===== config.mk =====
export PLATFORM = sky130hd
export DESIGN_NAME = pixel_color_space_converter_top
export DESIGN_NICKNAME = d
export VERILOG_FILES = /design/src/design/pcsc_pkg.sv /design/src/design/pcsc_yuv2rgb.sv /design/src/design/pixel_color_space_converter_top.sv
export SDC_FILE = /design/constraint.sdc
export NUM_CORES = 1
export LEC_CHECK = 0
export BUFFER_PORTS_ARGS = -buffer_cell sky130_fd_sc_hd__buf_4
export CAP_MARGIN = 20
export CORE_ASPECT_RATIO = 0.75
export CORE_MARGIN = 1
export CORE_UTILIZATION = 35
export CTS_BUF_LIST = sky130_fd_sc_hd__clkbuf_16
export CTS_CLUSTER_SIZE = 20
export DETAILED_ROUTE_END_ITERATION = 10
export GPL_TIMING_DRIVEN = 0
export PLACE_DENSITY = 0.47
export SLEW_MARGIN = 20
export SYNTH_ARGS = -nofsm -noshare
export SYNTH_HDL_FRONTEND = slang
export SYNTH_SLANG_ARGS = --single-unit

===== constraint.sdc =====
create_clock -name i_clk -period 12.7 [get_ports i_clk]
set_clock_uncertainty 0.05 [all_clocks]
set_input_delay 2.54 -clock i_clk [delete_from_list [all_inputs] [get_ports i_clk]]
set_output_delay 2.54 -clock i_clk [all_outputs]
set_load 0.01 [all_outputs]

===== src/design/pcsc_pkg.sv =====
// Shared types, constants and helpers for the pixel color space converter.
`default_nettype none

package pcsc_pkg;

    // Fixed-point fraction bits of the YUV->RGB coefficients (valid range 8..16)
    localparam int COEF_FRAC_BITS = 10;

    // Coefficients: decimal value times 2^COEF_FRAC_BITS, rounded half up
    localparam int K_Y  = (1164 * (1 << COEF_FRAC_BITS) + 500) / 1000;
    localparam int K_RV = (1596 * (1 << COEF_FRAC_BITS) + 500) / 1000;
    localparam int K_GV = (813 * (1 << COEF_FRAC_BITS) + 500) / 1000;
    localparam int K_GU = (391 * (1 << COEF_FRAC_BITS) + 500) / 1000;
    localparam int K_BU = (2018 * (1 << COEF_FRAC_BITS) + 500) / 1000;

    // Coefficients stay below 2.1 * 2^F: F+3 signed bits; times a 9-bit signed
    // offset, three terms summed, leaves F+14 bits with margin.
    localparam int ACC_W = COEF_FRAC_BITS + 14;

    localparam int Y_OFS  = 16;
    localparam int UV_OFS = 128;

    // floor(s/3) for s <= 765 as (s * 683) >> 11
    localparam int DIV3_MUL = 683;
    localparam int DIV3_SH  = 11;

    // Config register indexes
    localparam int CFG_IDX_W  = 1;
    localparam int CFG_DATA_W = 2;
    localparam logic [CFG_IDX_W-1:0] CFG_SRC_FORMAT = 1'b0;
    localparam logic [CFG_IDX_W-1:0] CFG_DST_FORMAT = 1'b1;

    typedef enum logic [1:0] {
        FMT_GRAY = 2'd0,
        FMT_RGB  = 2'd1,
        FMT_YUV  = 2'd2
    } t_fmt;

    typedef enum logic [2:0] {
        MODE_COPY3,     // RGB->RGB, YUV->YUV
        MODE_PASS_C0,   // gray->gray, YUV->gray
        MODE_GRAY2RGB,
        MODE_RGB2GRAY,
        MODE_YUV2RGB,
        MODE_UNSUP
    } t_mode;

    function automatic t_mode decode_mode(input logic [1:0] src, input logic [1:0] dst);
        t_mode m;
        if (src == dst && src == FMT_GRAY)
            m = MODE_PASS_C0;
        else if (src == dst && (src == FMT_RGB || src == FMT_YUV))
            m = MODE_COPY3;
        else if (src == FMT_GRAY && dst == FMT_RGB)
            m = MODE_GRAY2RGB;
        else if (src == FMT_RGB && dst == FMT_GRAY)
            m = MODE_RGB2GRAY;
        else if (src == FMT_YUV && dst == FMT_GRAY)
            m = MODE_PASS_C0;
        else if (src == FMT_YUV && dst == FMT_RGB)
            m = MODE_YUV2RGB;
        else
            m = MODE_UNSUP;
        return m;
    endfunction

    function automatic logic [7:0] div3(input logic [9:0] s);
        logic [20:0] p;
        p = 21'(s) * 21'(DIV3_MUL);
        return 8'(p >> DIV3_SH);
    endfunction

    // Floor-shift by the fraction bits, clamp to 0..255
    function automatic logic [7:0] sat8(input logic signed [ACC_W-1:0] acc);
        logic [ACC_W-2-COEF_FRAC_BITS:0] q;
        logic [7:0] r;
        q = acc[ACC_W-2:COEF_FRAC_BITS];
        if (acc[ACC_W-1])
            r = 8'd0;
        else if (|q[ACC_W-2-COEF_FRAC_BITS:8])
            r = 8'hFF;
        else
            r = q[7:0];
        return r;
    endfunction

endpackage

`default_nettype wire


===== src/design/pcsc_yuv2rgb.sv =====
// BT.601 YUV to RGB matrix, fixed point, truncate and saturate.
`default_nettype none

module pcsc_yuv2rgb (
    input  wire logic [7:0] i_y,
    input  wire logic [7:0] i_u,
    input  wire logic [7:0] i_v,
    output logic      [7:0] o_r,
    output logic      [7:0] o_g,
    output logic      [7:0] o_b
);

    localparam int AW = pcsc_pkg::ACC_W;

    localparam logic signed [AW-1:0] KY  = AW'(pcsc_pkg::K_Y);
    localparam logic signed [AW-1:0] KRV = AW'(pcsc_pkg::K_RV);
    localparam logic signed [AW-1:0] KGV = AW'(pcsc_pkg::K_GV);
    localparam logic signed [AW-1:0] KGU = AW'(pcsc_pkg::K_GU);
    localparam logic signed [AW-1:0] KBU = AW'(pcsc_pkg::K_BU);

    logic signed [9:0]    ys, us, vs;
    logic signed [AW-1:0] ye, ue, ve;
    logic signed [AW-1:0] luma, acc_r, acc_g, acc_b;

    always_comb begin
        ys = $signed({2'b00, i_y}) - 10'(pcsc_pkg::Y_OFS);
        us = $signed({2'b00, i_u}) - 10'(pcsc_pkg::UV_OFS);
        vs = $signed({2'b00, i_v}) - 10'(pcsc_pkg::UV_OFS);
        ye = AW'(ys);
        ue = AW'(us);
        ve = AW'(vs);
        // constant multiplies; sums fit in AW bits
        luma  = KY * ye;
        acc_r = luma + KRV * ve;
        acc_g = luma - KGV * ve - KGU * ue;
        acc_b = luma + KBU * ue;
        o_r = pcsc_pkg::sat8(acc_r);
        o_g = pcsc_pkg::sat8(acc_g);
        o_b = pcsc_pkg::sat8(acc_b);
    end

endmodule

`default_nettype wire


===== src/design/pixel_color_space_converter_top.sv =====
// Top level of the pixel color space converter: config, input stage, result stage.
//
//  channel  | signals                                   | direction
//  ---------+-------------------------------------------+----------
//  config   | i_cfg_we, i_cfg_idx, i_cfg_data           | in
//  pixel in | i_start, o_busy, i_in_c0..i_in_c2         | in
//  result   | o_valid, o_out_c0..o_out_c2, o_conv_status| out
//
// One item per clock. An accepted item passes the input register, then the
// result register, and shows on the result ports from the result register.
// o_busy is always low: the two-stage pipe never needs to hold off a pixel.
// Synchronous active-low reset clears the formats to RGB->RGB and empties
// the pipe. The receiver cannot stall; o_valid is a one-cycle strobe.
`default_nettype none

module pixel_color_space_converter_top (
    input  wire logic                            i_clk,
    input  wire logic                            i_rst_n,
    // config write port
    input  wire logic                            i_cfg_we,
    input  wire logic [pcsc_pkg::CFG_IDX_W-1:0]  i_cfg_idx,
    input  wire logic [pcsc_pkg::CFG_DATA_W-1:0] i_cfg_data,
    // pixel in
    input  wire logic                            i_start,
    output logic                                 o_busy,
    input  wire logic [7:0]                      i_in_c0,
    input  wire logic [7:0]                      i_in_c1,
    input  wire logic [7:0]                      i_in_c2,
    // result out
    output logic                                 o_valid,
    output logic [7:0]                           o_out_c0,
    output logic [7:0]                           o_out_c1,
    output logic [7:0]                           o_out_c2,
    output logic                                 o_conv_status
);

    // format registers
    logic [1:0] r_src_fmt, r_dst_fmt;

    always_ff @(posedge i_clk) begin
        if (!i_rst_n) begin
            r_src_fmt <= pcsc_pkg::FMT_RGB;
            r_dst_fmt <= pcsc_pkg::FMT_RGB;
        end else if (i_cfg_we) begin
            unique case (i_cfg_idx)
                pcsc_pkg::CFG_SRC_FORMAT: r_src_fmt <= i_cfg_data;
                pcsc_pkg::CFG_DST_FORMAT: r_dst_fmt <= i_cfg_data;
                default: ;
            endcase
        end
    end

    assign o_busy = 1'b0;

    logic accept;
    assign accept = i_start && !o_busy;

    // input stage: pixel plus the decoded conversion for this item
    logic             r_s1_valid;
    pcsc_pkg::t_mode  r_s1_mode;
    logic [7:0]       r_s1_c0, r_s1_c1, r_s1_c2;

    always_ff @(posedge i_clk) begin
        if (!i_rst_n)
            r_s1_valid <= 1'b0;
        else
            r_s1_valid <= accept;
    end

    always_ff @(posedge i_clk) begin
        if (accept) begin
            r_s1_mode <= pcsc_pkg::decode_mode(r_src_fmt, r_dst_fmt);
            r_s1_c0   <= i_in_c0;
            r_s1_c1   <= i_in_c1;
            r_s1_c2   <= i_in_c2;
        end
    end

    // conversion datapath
    logic [7:0] yuv_r, yuv_g, yuv_b;

    pcsc_yuv2rgb u_yuv2rgb (
        .i_y (r_s1_c0),
        .i_u (r_s1_c1),
        .i_v (r_s1_c2),
        .o_r (yuv_r),
        .o_g (yuv_g),
        .o_b (yuv_b)
    );

    logic [7:0] n_c0, n_c1, n_c2;
    logic       n_status;
    logic [9:0] rgb_sum;

    always_comb begin
        rgb_sum  = 10'(r_s1_c0) + 10'(r_s1_c1) + 10'(r_s1_c2);
        n_c0     = 8'd0;
        n_c1     = 8'd0;
        n_c2     = 8'd0;
        n_status = 1'b0;
        unique case (r_s1_mode)
            pcsc_pkg::MODE_COPY3: begin
                n_c0 = r_s1_c0;
                n_c1 = r_s1_c1;
                n_c2 = r_s1_c2;
            end
            pcsc_pkg::MODE_PASS_C0: begin
                n_c0 = r_s1_c0;
            end
            pcsc_pkg::MODE_GRAY2RGB: begin
                n_c0 = r_s1_c0;
                n_c1 = r_s1_c0;
                n_c2 = r_s1_c0;
            end
            pcsc_pkg::MODE_RGB2GRAY: begin
                n_c0 = pcsc_pkg::div3(rgb_sum);
            end
            pcsc_pkg::MODE_YUV2RGB: begin
                n_c0 = yuv_r;
                n_c1 = yuv_g;
                n_c2 = yuv_b;
            end
            default: begin
                n_status = 1'b1;
            end
        endcase
    end

    // result stage
    logic       r_out_valid;
    logic [7:0] r_out_c0, r_out_c1, r_out_c2;
    logic       r_out_status;

    always_ff @(posedge i_clk) begin
        if (!i_rst_n)
            r_out_valid <= 1'b0;
        else
            r_out_valid <= r_s1_valid;
    end

    always_ff @(posedge i_clk) begin
        if (r_s1_valid) begin
            r_out_c0     <= n_c0;
            r_out_c1     <= n_c1;
            r_out_c2     <= n_c2;
            r_out_status <= n_status;
        end
    end

    assign o_valid       = r_out_valid;
    assign o_out_c0      = r_out_c0;
    assign o_out_c1      = r_out_c1;
    assign o_out_c2      = r_out_c2;
    assign o_conv_status = r_out_status;

`ifndef SYNTH
    // every accepted pixel yields a result after the input and result registers
    a_one_result: assert property (@(posedge i_clk) disable iff (!i_rst_n)
        accept |=> ##1 o_valid)
        else $error("accepted pixel produced no result");

    a_no_spurious: assert property (@(posedge i_clk) disable iff (!i_rst_n)
        !accept |=> ##1 !o_valid)
        else $error("result without accepted pixel");

    a_unsup_zero: assert property (@(posedge i_clk) disable iff (!i_rst_n)
        o_valid && o_conv_status |-> (o_out_c0 == 8'd0 && o_out_c1 == 8'd0 &&
                                      o_out_c2 == 8'd0))
        else $error("unsupported pair with nonzero components");

    a_gray_out: assert property (@(posedge i_clk) disable iff (!i_rst_n)
        r_s1_valid && (r_s1_mode == pcsc_pkg::MODE_PASS_C0 ||
                       r_s1_mode == pcsc_pkg::MODE_RGB2GRAY)
        |=> (o_out_c1 == 8'd0 && o_out_c2 == 8'd0 && !o_conv_status))
        else $error("gray output with nonzero chroma components");
`endif

endmodule

`default_nettype wire

==> results of run 1 <==
==> state kept, by name, indices dropped and copies added, names as in the netlist <==
signal         cells
o_conv_status      1
o_out_c0           8
o_out_c1           8
o_out_c2           8
o_valid            1
r_dst_fmt          2
r_s1_c0            8
r_s1_c1            8
r_s1_c2            8
r_s1_mode          3
r_s1_valid         1
r_src_fmt          2
==> layer usage <==
metal  vias to the layer above  global-route usage (%)  part of all wire, %
met1                      4516                    29.5                   53
met3                        28                    3.10                  3.7
met5                         -                       0                    0
met4                         0                    3.96                  1.6
met2                       141                    28.9                   41
li1                       4862                       -                    -
==> layout by cell type, fill, tap and decap left out, types with 10 or more instances in the layout <==
master and n:
o21ai_0 65, or3_1 10, o211ai_1 10, o21bai_1 10
nor2_1 53, nand2b_1 13, nand2_1 64, and3_1 10
nor2b_1 15, a21oi_1 72, fa_1 90, nand3_1 14
ha_1 333, buf_4 58, a211oi_1 11, xnor2_1 55
nor3_1 19, inv_1 225, a21o_1 32, xor2_1 27
o21a_1 12, edfxtp_1 52
==> metrics by stage <==
step,std cells,cell area (um2),hold slack (ns),setup WS [ns],utilization [%]
detailed placement,1858,13600,0.467,3.86,38.9
floorplan,1341,12500,0.431,5.57,-
global placement,1854,13500,0.464,3.51,38.7
global route,1873,13900,0.527,3.26,39.6
finish,1873,13900,0.477,3.87,39.6
CTS,1873,13900,0.474,3.79,39.6
==> area by class of cell <==
type / instances / area (um2) / share of cell area, %
Inverter: 224 / 841 / 6.07
Clock buffer: 9 / 225 / 1.63
Tap cell: 457 / 572 / 4.13
Multi-Input combinational cell: 1048 / 9980 / 72.0
Sequential cell: 58 / 1680 / 12.1
Timing Repair Buffer: 60 / 465 / 3.36
Clock inverter: 6 / 26.3 / 0.190
Buffer: 11 / 61.3 / 0.442
==> worst min-delay path, cell delays in order, from the launching register on <==
cell and delay [ns]:
dfxtp_1 0.34, nand2_1 0.06, a21boi_0 0.07
==> worst paths after layout <==
check | start | end | slack [ns]
max | r_s1_c0[4] | o_out_c1[6] | 3.87
min | r_dst_fmt[1] | r_dst_fmt[1] | 0.48
max reg2reg | r_s1_c0[4] | o_out_c1[6] | 3.87
min reg2reg | r_dst_fmt[1] | r_dst_fmt[1] | 0.48
==> logic make-up (layout without fill, tap and decap cells) <==
group | count (synthesis) | in the layout | synth area share, %
AO/OA/AOI/OAI | 301 | 301 | 16.1
multiplexers | 10 | 10 | 0.818
XOR/XNOR | 84 | 84 | 5.86
adder cells (fa/ha/maj) | 423 | 423 | 47.6
AND/OR/NAND/NOR | 229 | 229 | 8.99
buffers and inverters | 235 | 310 | 7.19
flip-flops | 58 | 58 | 13.4
other | 1 | 1 | 0.0299
==> summary.txt, run 1 <==
Run
  • Max Cap Viol: 0

Critical path
  • CP startpoint kind: flip-flop
  • Worst path most repeated cell: ha_1
  • Element type at the critical path end: flip-flop
  • Critical path's top delay family: adder cells
  • Worst reg2reg path depth: 28
  • Biggest cell delay along the critical path: 0.61 ns
  • Worst EP arrival: 8.84 ns
  • Kind of critical path: reg -> reg
  • Worst EP required: 12.71 ns
  • Slowest library cell on the worst path: o211ai_1
  • CP max FO: 10
  • Worst Path Buf+Inv: 4
  • WP depth: 28

Place
  • Final Wtd Congestion: 0.887
  • Port Buffer Count: 56
  • Final HPWL DP: 29.3 mm

Logic synthesis
  • Yosys top cell area share: 33.2%
  • Synth Warn #: 0
  • Main synth FF type: edfxtp_1
  • Count of cell types in the netlist: 75
  • Cell area after synthesis: 12,500 um2
  • Syn_nets: 1,795
  • Top cells by area, synth: ha_1 (33%), fa_1 (14%), edfxtp_1 (12%), inv_1 (6.7%), xnor2_1 (4.0%)
  • Count leader, synth: ha_1
  • Synth Register Bits: 58
  • Asr flop ratio synth: 0%
  • Synthesized instance count: 1,341
  • Avg Cell Area, Syn: 9.36 um2
  • Share of synthesized area occupied by flip-flops and latches: 13.4%
  • Post-synth top area cell: ha_1
  • Number of flops mapped to enable cells by yosys: 52
  • Commonest cells in the synthesized netlist: ha_1 (333), inv_1 (224), fa_1 (90)

STA
  • Fin. max-slew vios: 0
  • RSZ-0062 raised after global routing: no
  • Fin crit period: 8.83 ns
  • Period utilization: 69.5%
  • Worst-Margin Slew: 0.994 ns
  • Endpoints failing setup: 0
  • Slew margin rel.: 33.5%
  • Highest clock rate: 113 MHz
  • Setup_tns: 0 ns
  • Final Hold Viols: 0

Floorplanning
  • I/O pin count: 58
  • # rows: 59
  • Area of the core: 35,000 um2
  • Die area: 36,600 um2
  • Initial Utilization: 35.9%
  • Die width: 221 um
  • Die Span Y: 166 um

CTS
  • Clk slew on worst S/H paths: 0.06 ns
  • Worst-Skew Late Latency: 0.35 ns
  • H-Tree Depth: 3
  • Setup Fix Bufs, Post-CTS: 0
  • CTS root buf: clkbuf_16
  • Longest Clk Path Bufs: 2
  • CTS tree: built
  • Clock sinks: 58
  • # resized after CTS: 0
  • Post-CTS Hold Buffers: 0
  • CTS buffer count: 9

Finish
  • Antenna cells: 0
  • Filler cells: 3,531
  • Layout cell share with drive strength beyond 1: 7.49%
  • Layout Nets: 1,866
  • Area grow syn2layout: 10.5%

Detailed routing
  • Vias: 9,547
  • Drt pass-1 iters: 7
  • Antenna viol nets, final: 0
  • DR vias/cell: 5.10
  • DRC errors left: 1
  • Post-DR wirelength/cell: 18.2 um
  • First-iteration detailed-routing DRC count: 479
  • DRT Wirelength: 34.0 mm

Status
  • Outcome: complete, but fails checks
  • Failing checks: design-rule violations

Worst hold path
  • Hold Path Class: reg -> reg
  • Hold depth: 2

Global routing
  • All-Layer GR Usage: 19.5%
  • Pin count of the biggest net entering global routing: 29
  • Grt ovf: 0
  • Global-route wire length before repair: 53.9 mm
  • Number of global-route vias before repair: 9,452
  • Initial antenna violation count: 0
Power of run 1 is not shown: default switching activity piles up to over one toggle a cycle in this logic, so the estimate is an artifact.
==> run 2, diff against run 1 <==
PLACE_DENSITY = 0.49   (was 0.47)
clock period = 7.1 ns   (was 12.7 ns; I/O delays follow)
==> summary.txt, run 2 (same netlist as run 1, synthesis figures left out) <==
Global routing
  • Grt ovf: 0
  • Initial antenna violation count: 0
  • Pin count of the biggest net entering global routing: 29
  • Global-route wire length before repair: 55.7 mm
  • All-Layer GR Usage: 20.3%
  • Number of global-route vias before repair: 9,842

CTS
  • Worst-Skew Late Latency: 0.36 ns
  • H-Tree Depth: 3
  • CTS buffer count: 9
  • Clk slew on worst S/H paths: 0.05 ns
  • Clock sinks: 58
  • CTS root buf: clkbuf_16
  • CTS tree: built
  • Longest Clk Path Bufs: 2

Floorplanning
  • I/O pin count: 58
  • # rows: 59
  • Die area: 36,600 um2
  • Area of the core: 35,000 um2
  • Die Span Y: 166 um
  • Die width: 221 um
  • Initial Utilization: 35.9%

STA
  • Slew margin rel.: 33.3%
  • Fin. max-slew vios: 0
  • Highest clock rate: 142 MHz
  • Setup slack after layout: 0.0479 ns
  • Period utilization: 99.3%
  • RSZ-0062 raised after global routing: yes
  • Endpoints failing setup: 0
  • Setup_tns: 0 ns
  • Final Hold Viols: 0
  • Worst-Margin Slew: 1.00 ns
  • Hold WS: 0.472 ns
  • Fin crit period: 7.05 ns

Detailed routing
  • DRC errors left: 3
  • DRT Wirelength: 36.3 mm
  • DR vias/cell: 5.16
  • Drt pass-1 iters: 8
  • Antenna viol nets, final: 0
  • Vias: 10,066
  • First-iteration detailed-routing DRC count: 598
  • Post-DR wirelength/cell: 18.6 um

Finish
  • Commonest non-fill, non-tap cell in the layout: ha_1
  • Commonest cells after routing, fill and taps aside: ha_1 (314), inv_1 (216), buf_4 (130), fa_1 (85), nand2_1 (63)
  • Antenna cells: 0
  • Area grow syn2layout: 20.7%
  • Layout Nets: 1,944
  • Layout cell share with drive strength beyond 1: 18.4%

Place
  • Port Buffer Count: 56
  • Dpl ws: -1.68 ns
  • Final Wtd Congestion: 0.939
  • Final HPWL DP: 29.2 mm

Run
  • Max Cap Viol: 0

Critical path
  • CP startpoint kind: flip-flop
  • CP max FO: 8
  • Biggest cell delay along the critical path: 0.53 ns
  • Slowest library cell on the worst path: fa_1
  • Kind of critical path: reg -> reg
  • Worst EP arrival: 7.11 ns
  • Worst EP required: 7.15 ns
  • Worst reg2reg path depth: 31
  • Element type at the critical path end: flip-flop

Status
  • Outcome: complete, but fails checks
  • Failing checks: design-rule violations

Worst hold path
  • Hold Path Class: reg -> reg
  • Hold depth: 2
-- run 2: path summary, 6_finish.rpt --
check                  to         start  slack [ns]
max           o_out_c1[5]    r_s1_c0[4]        0.05
min          r_dst_fmt[1]  r_dst_fmt[1]        0.47
min reg2reg  r_dst_fmt[1]  r_dst_fmt[1]        0.47
max reg2reg   o_out_c1[5]    r_s1_c0[4]        0.05
-- run 2: cell type report --
| cell class | count | area, um2 |
|---|---|---|
| buffer | 10 | 56.3 |
| clock buffer | 9 | 225 |
| clock inverter | 7 | 61.3 |
| fill | 3429 | 19900 |
| inverter | 224 | 853 |
| multi-input combinational | 1048 | 10600 |
| sequential | 58 | 1680 |
| tap | 457 | 572 |
| timing repair buffer | 139 | 1100 |
-- run 2: per-layer routing --
metal  vias to the layer above  track usage (%)  part of all wire [%]
li1                       5016                -                     -
met1                      4819             30.0                    50
met2                       187             29.4                    42
met3                        44             4.69                   5.8
met4                         0             5.51                   2.5
met5                         -                0                     0
-- run 2: critical path, delay by kind of cell (launching register included) --
family	cells	cell delay, ns
AND/OR/NAND/NOR	5	1.02
buffers and inverters	7	0.80
adder cells (fa/ha/maj)	7	2.65
AO/OA/AOI/OAI	10	1.51
XOR/XNOR	2	0.27
flip-flops	1	0.49
-- run 2: stage by stage --
stage                     cells  cell area, um2  util, %
after floorplan            1341           12600        -
after global placement     1854           13600     38.7
after detailed placement   1860           13600     38.9
after CTS                  1926           14700     41.9
after global routing       1952           15100     43.3
final                      1952           15100     43.3
-- run 2: repair_timing --
| action | 4_1_cts | 5_1_grt |
|---|---|---|
| setup endpoints to repair | 24 | 22 |
| buffers inserted | 51 | 26 |
| hold buffers | 0 | 0 |
| pin swaps | 33 | 47 |
| gates resized for setup | 77 | 59 |
Power of run 2 is left out for the same reason.
